File: src/rtl/gfm_pkg.sv
// Shared types and constants for the GF(2^128) multiplier pipeline.
`default_nettype none

package gfm_pkg;

  localparam int OP_BITS = 128;
  localparam int HALF_BITS = 64;

  // x^128 = x^7 + x^2 + x + 1 folded back into the low bits
  localparam logic [OP_BITS-1:0] REDUCE_POLY = 128'h87;

  // Working set carried from cell to cell
  typedef struct packed {
    logic [OP_BITS-1:0] acc;  // partial product
    logic [OP_BITS-1:0] a;    // first operand times x^k, reduced
    logic [OP_BITS-1:0] b;    // second operand bits not yet consumed, at the bottom
  } gfm_word_t;

endpackage

`default_nettype wire

File: src/rtl/gfm_cell.sv
// One pipeline cell: consumes a few multiplier bits and hands the result onward.
`default_nettype none

module gfm_cell #(
  parameter int STEPS = 4
) (
  input  wire               clk,
  input  wire               rst_n,
  input  wire               up_valid,
  output logic              up_ready,
  input  wire gfm_pkg::gfm_word_t up_data,
  output logic              dn_valid,
  input  wire               dn_ready,
  output gfm_pkg::gfm_word_t dn_data
);
  import gfm_pkg::*;

  logic      valid_r, valid_nxt;
  gfm_word_t data_r, data_nxt;
  logic      accept;

  assign up_ready = !valid_r || dn_ready;
  assign accept   = up_valid && up_ready;

  always_comb begin
    logic [OP_BITS-1:0] acc_w;
    logic [OP_BITS-1:0] a_w;
    acc_w = up_data.acc;
    a_w   = up_data.a;
    for (int s = 0; s < STEPS; s++) begin
      if (up_data.b[s]) begin
        acc_w = acc_w ^ a_w;
      end
      // multiply by x, fold the bit leaving the top back in
      a_w = {a_w[OP_BITS-2:0], 1'b0} ^ (a_w[OP_BITS-1] ? REDUCE_POLY : '0);
    end
    data_nxt.acc = acc_w;
    data_nxt.a   = a_w;
    data_nxt.b   = up_data.b >> STEPS;
  end

  always_comb begin
    valid_nxt = valid_r;
    if (accept) begin
      valid_nxt = 1'b1;
    end else if (dn_ready) begin
      valid_nxt = 1'b0;
    end
  end

  always_ff @(posedge clk) begin
    if (!rst_n) begin
      valid_r <= 1'b0;
    end else begin
      valid_r <= valid_nxt;
    end
  end

  always_ff @(posedge clk) begin
    if (accept) begin
      data_r <= data_nxt;
    end
  end

  assign dn_valid = valid_r;
  assign dn_data  = data_r;

`ifndef SYNTHESIS
  a_hold_on_stall: assert property (@(posedge clk) disable iff (!rst_n)
    (dn_valid && !dn_ready) |=> (dn_valid && $stable(dn_data.acc)))
    else $error("cell lost or changed a stalled transaction");

  a_zero_multiple: assert property (@(posedge clk) disable iff (!rst_n)
    (accept && up_data.a == '0) |=> (dn_data.a == '0))
    else $error("zero multiple became nonzero");

  a_no_bits_no_add: assert property (@(posedge clk) disable iff (!rst_n)
    (accept && up_data.b[STEPS-1:0] == '0) |=> (dn_data.acc == $past(up_data.acc)))
    else $error("accumulator changed with no multiplier bits set");
`endif

endmodule

`default_nettype wire

File: config.mk
export PLATFORM = sky130hd
export DESIGN_NAME = gfm_cell
export DESIGN_NICKNAME = d
export VERILOG_FILES = /design/src/rtl/gfm_pkg.sv /design/src/rtl/gfm_cell.sv
export SDC_FILE = /design/constraint.sdc
export NUM_CORES = 1
export LEC_CHECK = 0
export BUFFER_PORTS_ARGS = -buffer_cell sky130_fd_sc_hd__buf_2
export CORE_AREA = 10 10 294 296
export CTS_CLUSTER_DIAMETER = 40
export DETAILED_ROUTE_END_ITERATION = 10
export DIE_AREA = 0 0 304 306
export PLACE_DENSITY = 0.55
export SLEW_MARGIN = 0
export SYNTH_ARGS = -nofsm -noshare
export SYNTH_HDL_FRONTEND = slang
export SYNTH_SLANG_ARGS = --single-unit
File: constraint.sdc
create_clock -name clk -period 9.44 [get_ports clk]
set_input_delay 0.472 -clock clk [delete_from_list [all_inputs] [get_ports clk]]
set_output_delay 0.472 -clock clk [all_outputs]
set_load 0.01 [all_outputs]
==> run metrics, run 1 <==
die boundary height=306 um; starting utilization of the core area=0.229; Main synth FF type=sky130_fd_sc_hd__edfxtp_1; number of antenna violations at the first check in global routing=25; number of hold buffers added after CTS=52; Critical path buffers and inverters=2; maximum VDD drop=0.000138 V; clock net sink count=381; CTS tree=done; summed instance area of the synthesized netlist=18400 um^2; part of the Yosys area used for sequential elements=0.622; Least-Margin Pin Slew=955 ps; drt via density=3.97; remaining global-route overflow=0; floorplan die area=slightly above 90000 um^2; CTS Root Buffer Type=sky130_fd_sc_hd__clkbuf_16; clock latency on the worst-skew pair=590 ps; synthesis-to-layout area growth=45.2%; status=finished clean; type of origin of the critical path=flip-flop; # rows=104; area of the core=80300 um^2; area of placed instances=23300 um^2; number of vias in the routed layout=13.8k; io pins=774; signal arrival time at the worst endpoint=~3400 ps; drc violations=0; number of synthesized register bits=381; largest net degree at the start of global routing=131; count of maximum capacitance violations=0; clock slew at reported path FFs=50 ps; RSZ-0062 raised after global routing=no; die span in x=304 um; placed cell count=3260; clock skew after layout=between 20 and 30 ps; critical path peak fanout=between 70 and 80; Critical Path Most Common Cell=sky130_fd_sc_hd__buf_4; highest clock frequency the design can meet=~310 MHz; Post-Route Setup TNS=0 ps; Data required, critical path=approximately 9700 ps; Final Setup Violations=0; CP Cell Sequence=nand2b_1 > and2_4 > buf_4 > buf_4; kind of end point of the critical path=flip-flop; Power Total=5.96 mW; largest incremental delay on the critical path=800 ps; detailed placer's ending HPWL=between 50000 and 60000 um; number of setup buffers added after CTS=0; final clock period utilization by the worst path=0.336; Min-Delay Path Class=input pin to flip-flop; Post-synth ARST share=0; detailed-route wire length=67800 um; TritonCTS Buffers=78; count of pins over their slew limit=0; WL per Instance=19.6 um; maximum level of the CTS H-tree=3; count of cells resized by post-cts repair=0; number of violations reported at the end of detailed-routing iteration 0=797; vias in the first global route=14.5k; wire length of the first global-routing pass=~99000 um; input/output buffers=769; Min Clock Period, post-route=3180 ps; Net count, final=2720; gp weighted congestion=roughly 0.80; syn avg cell area=12.4 um^2; Final Non-Filler Cells=3468; post-detailed-route count of antenna-violating nets=0; count of distinct cell types in the synthesized netlist=23; count of warnings emitted by yosys=0; leakage=10.9 nW; Final Util=0.332; maximum buffer depth of the clock tree=3; worst-case headroom to the max-slew limit=0.363; number of hold violations in the final report=0; Largest delay share family, worst path=buffers and inverters; PwrDens=about 220 nW/um^2; classification of the worst setup path=flip-flop to flip-flop; Worst path slowest cell=sky130_fd_sc_hd__buf_4; share of final-layout standard cells stronger than drive strength 1=0.382; number of enable-type register cells in the synthesized netlist=380; most frequent cells in the layout=sky130_fd_sc_hd__buf_2, sky130_fd_sc_hd__nand2_1, sky130_fd_sc_hd__edfxtp_1; length of the first detailed-routing pass in iterations=4; post-route design area=26700 um^2; Total GRT Usage=0.141; most frequent standard cell in the layout excluding fill and tap cells=sky130_fd_sc_hd__buf_2; gate count after technology mapping=1484
cells by family (layout without fill, tap and decap cells):
kind of cell    count (synthesis)  count (layout)  synth area share
compound gates                  2               2          0.000681
xor+xnor                      521             521             0.253
other cells                     1              17          0.000204
mux                             1               1          0.000545
flops                         381             381             0.622
buf+inv                        65             973            0.0178
simple gates                  513             513             0.106
cells in the mapped netlist (2+ instances only):
master / number / area [um^2]
sky130_fd_sc_hd__nand2_1: 508 / 1910
sky130_fd_sc_hd__xnor2_2: 2 / 32.5
sky130_fd_sc_hd__xnor3_1: 2 / 45.0
sky130_fd_sc_hd__xor2_1: 250 / 2190
sky130_fd_sc_hd__buf_4: 6 / 45.0
sky130_fd_sc_hd__edfxtp_1: 380 / 11400
sky130_fd_sc_hd__xnor2_1: 265 / 2320
sky130_fd_sc_hd__clkbuf_1: 15 / 56.3
sky130_fd_sc_hd__buf_2: 42 / 210
metal layers:
metal  track usage  vias up  wire [um]
met1         0.154     6495      25600
met5             0        -         85
met3        0.0569      133       6220
met4        0.0515       10       1990
li1              -     6570          -
met2         0.243      572      34000
registers in the layout, summed over array words and instances, names as in the netlist:
| name | cells |
|---|---|
| dn_valid | 1 |
| dn_data | 380 |
path summary, 6_finish.rpt:
check / from / to / slack (ps) / cells after the start
max: dn_valid$_SDFFE_PN0P_ / dn_data[55]$_DFFE_PP_ / 6260 / 4
min: up_data[66] / dn_data[62]$_DFFE_PP_ / 60 / 1
max reg2reg: dn_valid$_SDFFE_PN0P_ / dn_data[55]$_DFFE_PP_ / 6260 / 4
min reg2reg: dn_valid$_SDFFE_PN0P_ / dn_valid$_SDFFE_PN0P_ / 540 / 2
per-stage QoR:
stage / hold WS [ps] / worst slack (ps)
after floorplan: 571 / 3670
after detailed placement: 534 / 5970
after global placement: 535 / 5980
after global routing: 9.28 / 6010
final: 58.3 / 6260
after CTS: 0.0289 / 6240
power by group:
part | internal, mW | total, mW | switching, mW | leakage [nW]
registers | 2.08 | 2.12 | 0.0389 | 3.68
logic | 0.382 | 0.893 | 0.510 | 5.86
clock network | 1.98 | 2.95 | 0.972 | 1.33
total | 4.44 | 5.96 | 1.52 | 10.9
cell type report:
cell class                 instances  area, um^2
inverter                           1        3.75
timing repair buffer             829        4450
multi-input combinational       1041        6620
antenna                           13        32.5
sequential                       381       11400
fill                            8106       53600
clock inverter                    60         808
clock buffer                      83        1990
tap                             1060        1330
worst register-to-register path: cells and delay by family, from the launching register on:
| kind | cells | cell delay (ps) |
|---|---|---|
| buffers and inverters | 2 | 1540 |
| AND/OR/NAND/NOR | 2 | 860 |
| flip-flops | 1 | 300 |
Note: power is estimated with default switching activity, not from simulation.
==> run 2, diff against run 1 <==
--- a/config.mk
+++ b/config.mk
@@ -5,12 +5,13 @@
 export SDC_FILE = /design/constraint.sdc
 export NUM_CORES = 1
 export LEC_CHECK = 0
+export ABC_AREA = 1
 export BUFFER_PORTS_ARGS = -buffer_cell sky130_fd_sc_hd__buf_2
-export CORE_AREA = 10 10 294 296
+export CORE_AREA = 10 10 291 293
 export CTS_CLUSTER_DIAMETER = 40
 export DETAILED_ROUTE_END_ITERATION = 10
-export DIE_AREA = 0 0 304 306
-export PLACE_DENSITY = 0.55
+export DIE_AREA = 0 0 301 303
+export PLACE_DENSITY = 0.59
 export SLEW_MARGIN = 0
 export SYNTH_ARGS = -nofsm -noshare
 export SYNTH_HDL_FRONTEND = slang
==> constraint.sdc (replaced) <==
create_clock -name clk -period 3.2 [get_ports clk]
set_input_delay 0.16 -clock clk [delete_from_list [all_inputs] [get_ports clk]]
set_output_delay 0.16 -clock clk [all_outputs]
set_load 0.01 [all_outputs]
==> run 2 against run 1 <==
Effect of this change:
- total power rose to 3.0 times the previous value
- combinational power rose to 3.5 times the previous value
- sequential share of layout area shrank 7.8 points
- final cell count is 37% higher
==> run metrics, run 2 <==
summed instance area of the synthesized netlist=between 20000 and 25000 um^2; post-place setup slack=around 1300 ps; final hold slack=around 53 ps; number of antenna violations at the first check in global routing=37; xor/xnor cell area share of the yosys netlist=0.153; most frequent cells in the layout=sky130_fd_sc_hd__nand2_1, sky130_fd_sc_hd__buf_2, sky130_fd_sc_hd__inv_1; detailed placer's ending HPWL=around 63000 um; TritonCTS Buffers=81; clock skew after layout=32.1 ps; gp weighted congestion=approximately 0.86; Net count, final=~4.0k; flip-flop count of the largest register after layout=380; count of cells resized by post-cts repair=0; highest clock frequency the design can meet=~620 MHz; Worst Hold Path EP=dn_data[136]$_DFFE_PP_; floorplan die area=approximately 91000 um^2; fillcell total=approximately 7.6k; net switching power figure=4.95 mW; Setup crit start=dn_valid$_SDFFE_PN0P_; drc violations=0; count of pins over their slew limit=0; count of warnings emitted by yosys=0; input/output buffers=769; syn avg cell area=8.61 um^2; multiplexer fraction of the synthesized cell area=0; number of synthesized register bits=roughly 380; type of origin of the critical path=flip-flop; multi-input gate area in the final layout=8640 um^2; leakage=15.9 nW; classification of the worst setup path=flip-flop to flip-flop; Total GRT Usage=0.175; reg-to-reg endpoint=dn_data[43]$_DFFE_PP_; hold_sp=up_data[132]; number of setup buffers added after CTS=0; compound-cell area share of the yosys netlist=0.00137; io pins=774; area of the core=78600 um^2; maximum buffer depth of the clock tree=3; simple-gate portion of the synthesized area=0.238; kind of end point of the critical path=flip-flop; count of distinct cell types in the synthesized netlist=20; sequential cell area=11400 um^2; Data required, critical path=3490 ps; dominant combinational cell family by area after synthesis=simple AND/OR/NAND/NOR gates; number of hold buffers added after CTS=roughly 250; Yosys top cell area share=0.520; length of the first detailed-routing pass in iterations=5; minimum setup slack among reg-to-reg paths=1580 ps; Pint=13.2 mW; number of vias in the routed layout=20.2k; vias in the first global route=20.2k; Min-Delay Path Class=input pin to flip-flop; Post-synth ARST share=0; signal arrival time at the worst endpoint=1900 ps; placed cell count=around 4.3k; Comb power frac=0.174; Main synth FF type=sky130_fd_sc_hd__edfxtp_1; top cells by count, synth=sky130_fd_sc_hd__nand2_1, sky130_fd_sc_hd__inv_1, sky130_fd_sc_hd__edfxtp_1; clock slew at reported path FFs=60 ps; largest net degree at the start of global routing=about 120; number of enable-type register cells in the synthesized netlist=380; maximum VDD drop=0.000439 V; most area-consuming cells after synthesis=sky130_fd_sc_hd__edfxtp_1, sky130_fd_sc_hd__nand2_1, sky130_fd_sc_hd__xor2_1; hold path cells=2; die span in x=~300 um; RSZ-0062 raised after global routing=no; count of maximum capacitance violations=0; worst-case headroom to the max-slew limit=0.588; Power Total=18.1 mW; cell type contributing the most total cell area after synthesis=sky130_fd_sc_hd__edfxtp_1; most frequent standard cell in the layout excluding fill and tap cells=sky130_fd_sc_hd__nand2_1; count of cells along the worst register-to-register path=3; Clock Power Share=0.489; status=finished clean; number of violations reported at the end of detailed-routing iteration 0=1016; CTS tree=done; clock net sink count=381; clock latency on the worst-skew pair=about 610 ps; Final Setup Violations=0; final clock period utilization by the worst path=0.505; Final Non-Filler Cells=4734; Min Clock Period, post-route=around 1600 ps; maximum level of the CTS H-tree=3; post-detailed-route count of antenna-violating nets=0; post-route design area=32600 um^2; detailed-route wire length=83300 um; starting utilization of the core area=0.279; share of total power consumed by net switching=0.273; remaining global-route overflow=0; # rows=about 100; share of final-layout standard cells stronger than drive strength 1=0.254; area of placed instances=27200 um^2; Least-Margin Pin Slew=618 ps; critical path peak fanout=50; WL per Instance=17.6 um; wire length of the first global-routing pass=122000 um; die boundary height=303 um; reg2reg start=dn_valid$_SDFFE_PN0P_; fraction of the mapped netlist area in adder cells=0; worst setup margin=1580 ps; part of the Yosys area used for sequential elements=0.521; PwrDens=557 nW/um^2; sequential group share of total power=0.337; number of hold violations in the final report=0; most numerous cell in the Yosys netlist=sky130_fd_sc_hd__nand2_1; synthesis-to-layout area growth=48.5%; drt via density=4.28; CTS Root Buffer Type=sky130_fd_sc_hd__clkbuf_16; gate count after technology mapping=2546
==> run 2: cell count changes after synthesis, sizes merged, moves of 5 or more <==
cell and change:
buf +8, clkbuf +5, nand2 +649, inv +395, nand4 +117, nand3b +5
xnor2 -137, nor2 +6, nand3 +16
==> run 2: worst max-delay path, stage by stage (launching register included) <==
cell and delay, ps:
sky130_fd_sc_hd__dfxtp_1 340, sky130_fd_sc_hd__a21oi_4 290, sky130_fd_sc_hd__buf_12 280, sky130_fd_sc_hd__buf_12 300
==> run 2: area by class of cell <==
class                   instances  share of cell area
diodes                         21             0.00161
clock buffers                  90              0.0646
clock inverters                59              0.0240
inverters                     396              0.0456
multi-input cells            1695               0.265
flip-flops and latches        381               0.351
well taps                    1050              0.0403
repair buffers               1042               0.208
==> run 2: per-layer routing <==
metal,part of all wire,vias up,GRT usage
li1,-,10100,-
met1,0.36,9294,0.183
met5,0.0012,-,0
met3,0.099,155,0.0716
met2,0.51,706,0.309
met4,0.028,16,0.0659
==> run 2: how the worst max path moves through the flow <==
| stage | to | slack (ps) | depth (start not counted) |
|---|---|---|---|
| 2_1_floorplan | dn_data[0]$_DFFE_PP_ | -3850 | 2 |
| 3_3_place_gp | dn_data[285]$_DFFE_PP_ | 1320 | 9 |
| 3_5_place_dp | dn_data[276]$_DFFE_PP_ | 1300 | 9 |
| 4_1_cts | dn_data[156]$_DFFE_PP_ | 1570 | 3 |
| 5_1_grt | dn_data[43]$_DFFE_PP_ | 1540 | 3 |
| 6_report | dn_data[43]$_DFFE_PP_ | 1580 | 3 |
==> run 2: through the flow <==
stage,TNS (ps),utilization
detailed placement,0,0.345
global placement,0,0.345
global route,0,0.414
floorplan,-1462790,-
CTS,0,0.414
finish,0,0.414
==> run 2: power by group through the flow <==
stage,Sequential (mW),Clock (mW),Combinational [mW]
6_report,6.11,8.88,3.16
5_1_grt,6.14,9.35,3.58
4_1_cts,6.11,9.10,3.22
3_5_place_dp,6.20,0,2.95
3_3_place_gp,6.19,0,2.90
2_1_floorplan,6.46,0,1.52
==> run 2: cell families (layout without fill, tap and decap cells) <==
logic type,count (synthesis),count (layout)
AOI/OAI and AO/OA,5,5
xor gates and xnor gates,384,384
buffers and inverters,473,1587
DFF,381,381
other,1,25
and+or+nand+nor,1302,1302
==> run 3, diff against run 2 <==
--- a/config.mk
+++ b/config.mk
@@ -11,7 +11,7 @@
 export CTS_CLUSTER_DIAMETER = 40
 export DETAILED_ROUTE_END_ITERATION = 10
 export DIE_AREA = 0 0 301 303
-export PLACE_DENSITY = 0.59
+export PLACE_DENSITY = 0.61
 export SLEW_MARGIN = 0
 export SYNTH_ARGS = -nofsm -noshare
 export SYNTH_HDL_FRONTEND = slang
==> constraint.sdc (replaced) <==
create_clock -name clk -period 1.4 [get_ports clk]
set_input_delay 0.07 -clock clk [delete_from_list [all_inputs] [get_ports clk]]
set_output_delay 0.07 -clock clk [all_outputs]
set_load 0.01 [all_outputs]
==> run 3 against run 2 <==
Effect of this change:
- clock power rose by 95%
- register-to-register slack got worse by 1600 ps
- highest routed layer unchanged
- utilization rose by 0.34 points
- the flow now finishes with violations (setup timing)
- wire length rose by 0.87%
- fmax rose by 12%
- design area rose by 0.83%
- critical path depth did not move
- global-route usage rose by 0.078 points
- flip-flop and latch count did not move
- count of clock-buffer cells in the layout fell by 10
==> run metrics, run 3 (synthesized netlist as in run 2, its figures left out) <==
worst setup margin=-39.5 ps; Data required, critical path=1670 ps; Power Total=38.8 mW; remaining global-route overflow=0; post-detailed-route count of antenna-violating nets=0; floorplan die area=91200 um^2; count of maximum capacitance violations=0; post-place setup slack=-69.9 ps; highest clock frequency the design can meet=695 MHz; critical path peak fanout=33; most frequent cells in the layout=sky130_fd_sc_hd__nand2_1, sky130_fd_sc_hd__buf_2, sky130_fd_sc_hd__inv_1; starting utilization of the core area=0.279; number of vias in the routed layout=20.6k; CP Cell Sequence=a21oi_4 > buf_12 > buf_16; gp weighted congestion=0.836; fillcell total=7630; die boundary height=303 um; clock slew at reported path FFs=around 60 ps; violations in the final reports=setup timing; clock skew after layout=30.3 ps; RSZ-0062 raised after global routing=yes; largest net degree at the start of global routing=63; detailed placer's ending HPWL=roughly 65000 um; kind of end point of the critical path=flip-flop; detailed-route wire length=84100 um; Comb power frac=0.195; largest incremental delay on the critical path=between 300 and 400 ps; clock latency on the worst-skew pair=600 ps; Final Util=0.418; CTS Root Buffer Type=sky130_fd_sc_hd__clkbuf_16; wire length of the first global-routing pass=123000 um; Min Clock Period, post-route=approximately 1400 ps; number of antenna violations at the first check in global routing=25; leakage=around 16 nW; flip-flop count of the largest register after layout=380; Final Setup Violations=roughly 180; drc violations=0; type of origin of the critical path=flip-flop; status=complete, but fails checks; Pint=27.7 mW; count of pins over their slew limit=0; drt via density=4.31; share of total power consumed by net switching=0.285; WL per Instance=17.6 um; final hold slack=approximately 42 ps; Net count, final=4047; Clock Power Share=0.445; sequential group share of total power=0.360; TritonCTS Buffers=approximately 70; maximum level of the CTS H-tree=3; die span in x=301 um; Total GRT Usage=0.175; number of hold violations in the final report=0; length of the first detailed-routing pass in iterations=5; # rows=roughly 100; maximum buffer depth of the clock tree=3; area of the core=around 80000 um^2; input/output buffers=769; classification of the worst setup path=flip-flop to flip-flop; signal arrival time at the worst endpoint=~1700 ps; net switching power figure=between 10 and 15 mW; io pins=774; hold path cells=4; PwrDens=~1200 nW/um^2; number of violations reported at the end of detailed-routing iteration 0=1134; most frequent standard cell in the layout excluding fill and tap cells=sky130_fd_sc_hd__nand2_1; clock net sink count=381; Min-Delay Path Class=input pin to flip-flop; count of cells along the worst register-to-register path=3; CTS tree=done; vias in the first global route=around 21k; maximum VDD drop=about 0.00089 V; share of final-layout standard cells stronger than drive strength 1=0.263; Worst path slowest cell=sky130_fd_sc_hd__dfxtp_2; synthesis-to-layout area growth=49.7%; final clock period utilization by the worst path=1.03
[run 3: cell count changes in the layout (fill, tap and decap cells not counted), moves of 5 or more]
cell                            before  now
sky130_fd_sc_hd__inv_6              12   17
sky130_fd_sc_hd__dlygate4sd3_1     247  258
sky130_fd_sc_hd__clkbuf_16          83   74
sky130_fd_sc_hd__buf_12             18   27
sky130_fd_sc_hd__buf_4              11   56
sky130_fd_sc_hd__diode_2            21   12
sky130_fd_sc_hd__bufinv_16          14    6
[run 3: path summary, 6_finish.rpt]
path	end	startpoint	slack [ps]
setup / recovery	dn_data[152]$_DFFE_PP_	dn_valid$_SDFFE_PN0P_	-40
hold / removal	dn_data[137]$_DFFE_PP_	up_data[133]	40
setup reg to reg	dn_data[152]$_DFFE_PP_	dn_valid$_SDFFE_PN0P_	-40
hold reg to reg	dn_data[121]$_DFFE_PP_	dn_valid$_SDFFE_PN0P_	850
[run 3: layout make-up]
type	instances	area (um^2)	area share
diodes	12	30.0	0.000915
clock buffers	80	1850	0.0564
clock inverters	52	558	0.0170
inverters	396	1490	0.0453
multi-input cells	1695	8640	0.263
flip-flops and latches	381	11400	0.348
well taps	1050	1310	0.0400
repair buffers	1113	7520	0.229
[run 3: timing repair]
item,in CTS,in global routing
hold buffers,258,0
endpoints found under the setup margin,57,129
setup buffers,2,1
cloned,0,1
hold endpoints to repair,367,0
gates resized for setup,2,4
pin swaps,0,1
[run 3: metal layers]
metal  part of all wire  track usage
met1               0.37        0.190
met5             0.0017            0
met4              0.026       0.0544
met2               0.51        0.315
met3              0.093       0.0639
[run 3: power by group through the flow]
stage | sequential, mW | clock [mW] | combinational (mW)
after floorplan | 14.8 | 0 | 3.46
after global placement | 14.2 | 0 | 6.82
after detailed placement | 14.2 | 0 | 6.94
after CTS | 14.0 | 17.7 | 7.59
after global routing | 14.0 | 18.2 | 8.45
final | 14.0 | 17.3 | 7.54
[run 3: stage by stage]
stage	instance area [um^2]	setup TNS [ps]	instances
after floorplan	22000	-2129560	2549
after global routing	32800	-12070	4777
after CTS	32700	-346	4765
after detailed placement	27700	-2040	4373
after global placement	27700	-427	4373
final	32800	-2690	4779
[run 3: critical path: cells and delay by family (launching register included)]
kind | cells | cell delay, ps
AO/OA/AOI/OAI | 1 | 260
buffers and inverters | 2 | 450
flip-flops | 1 | 340
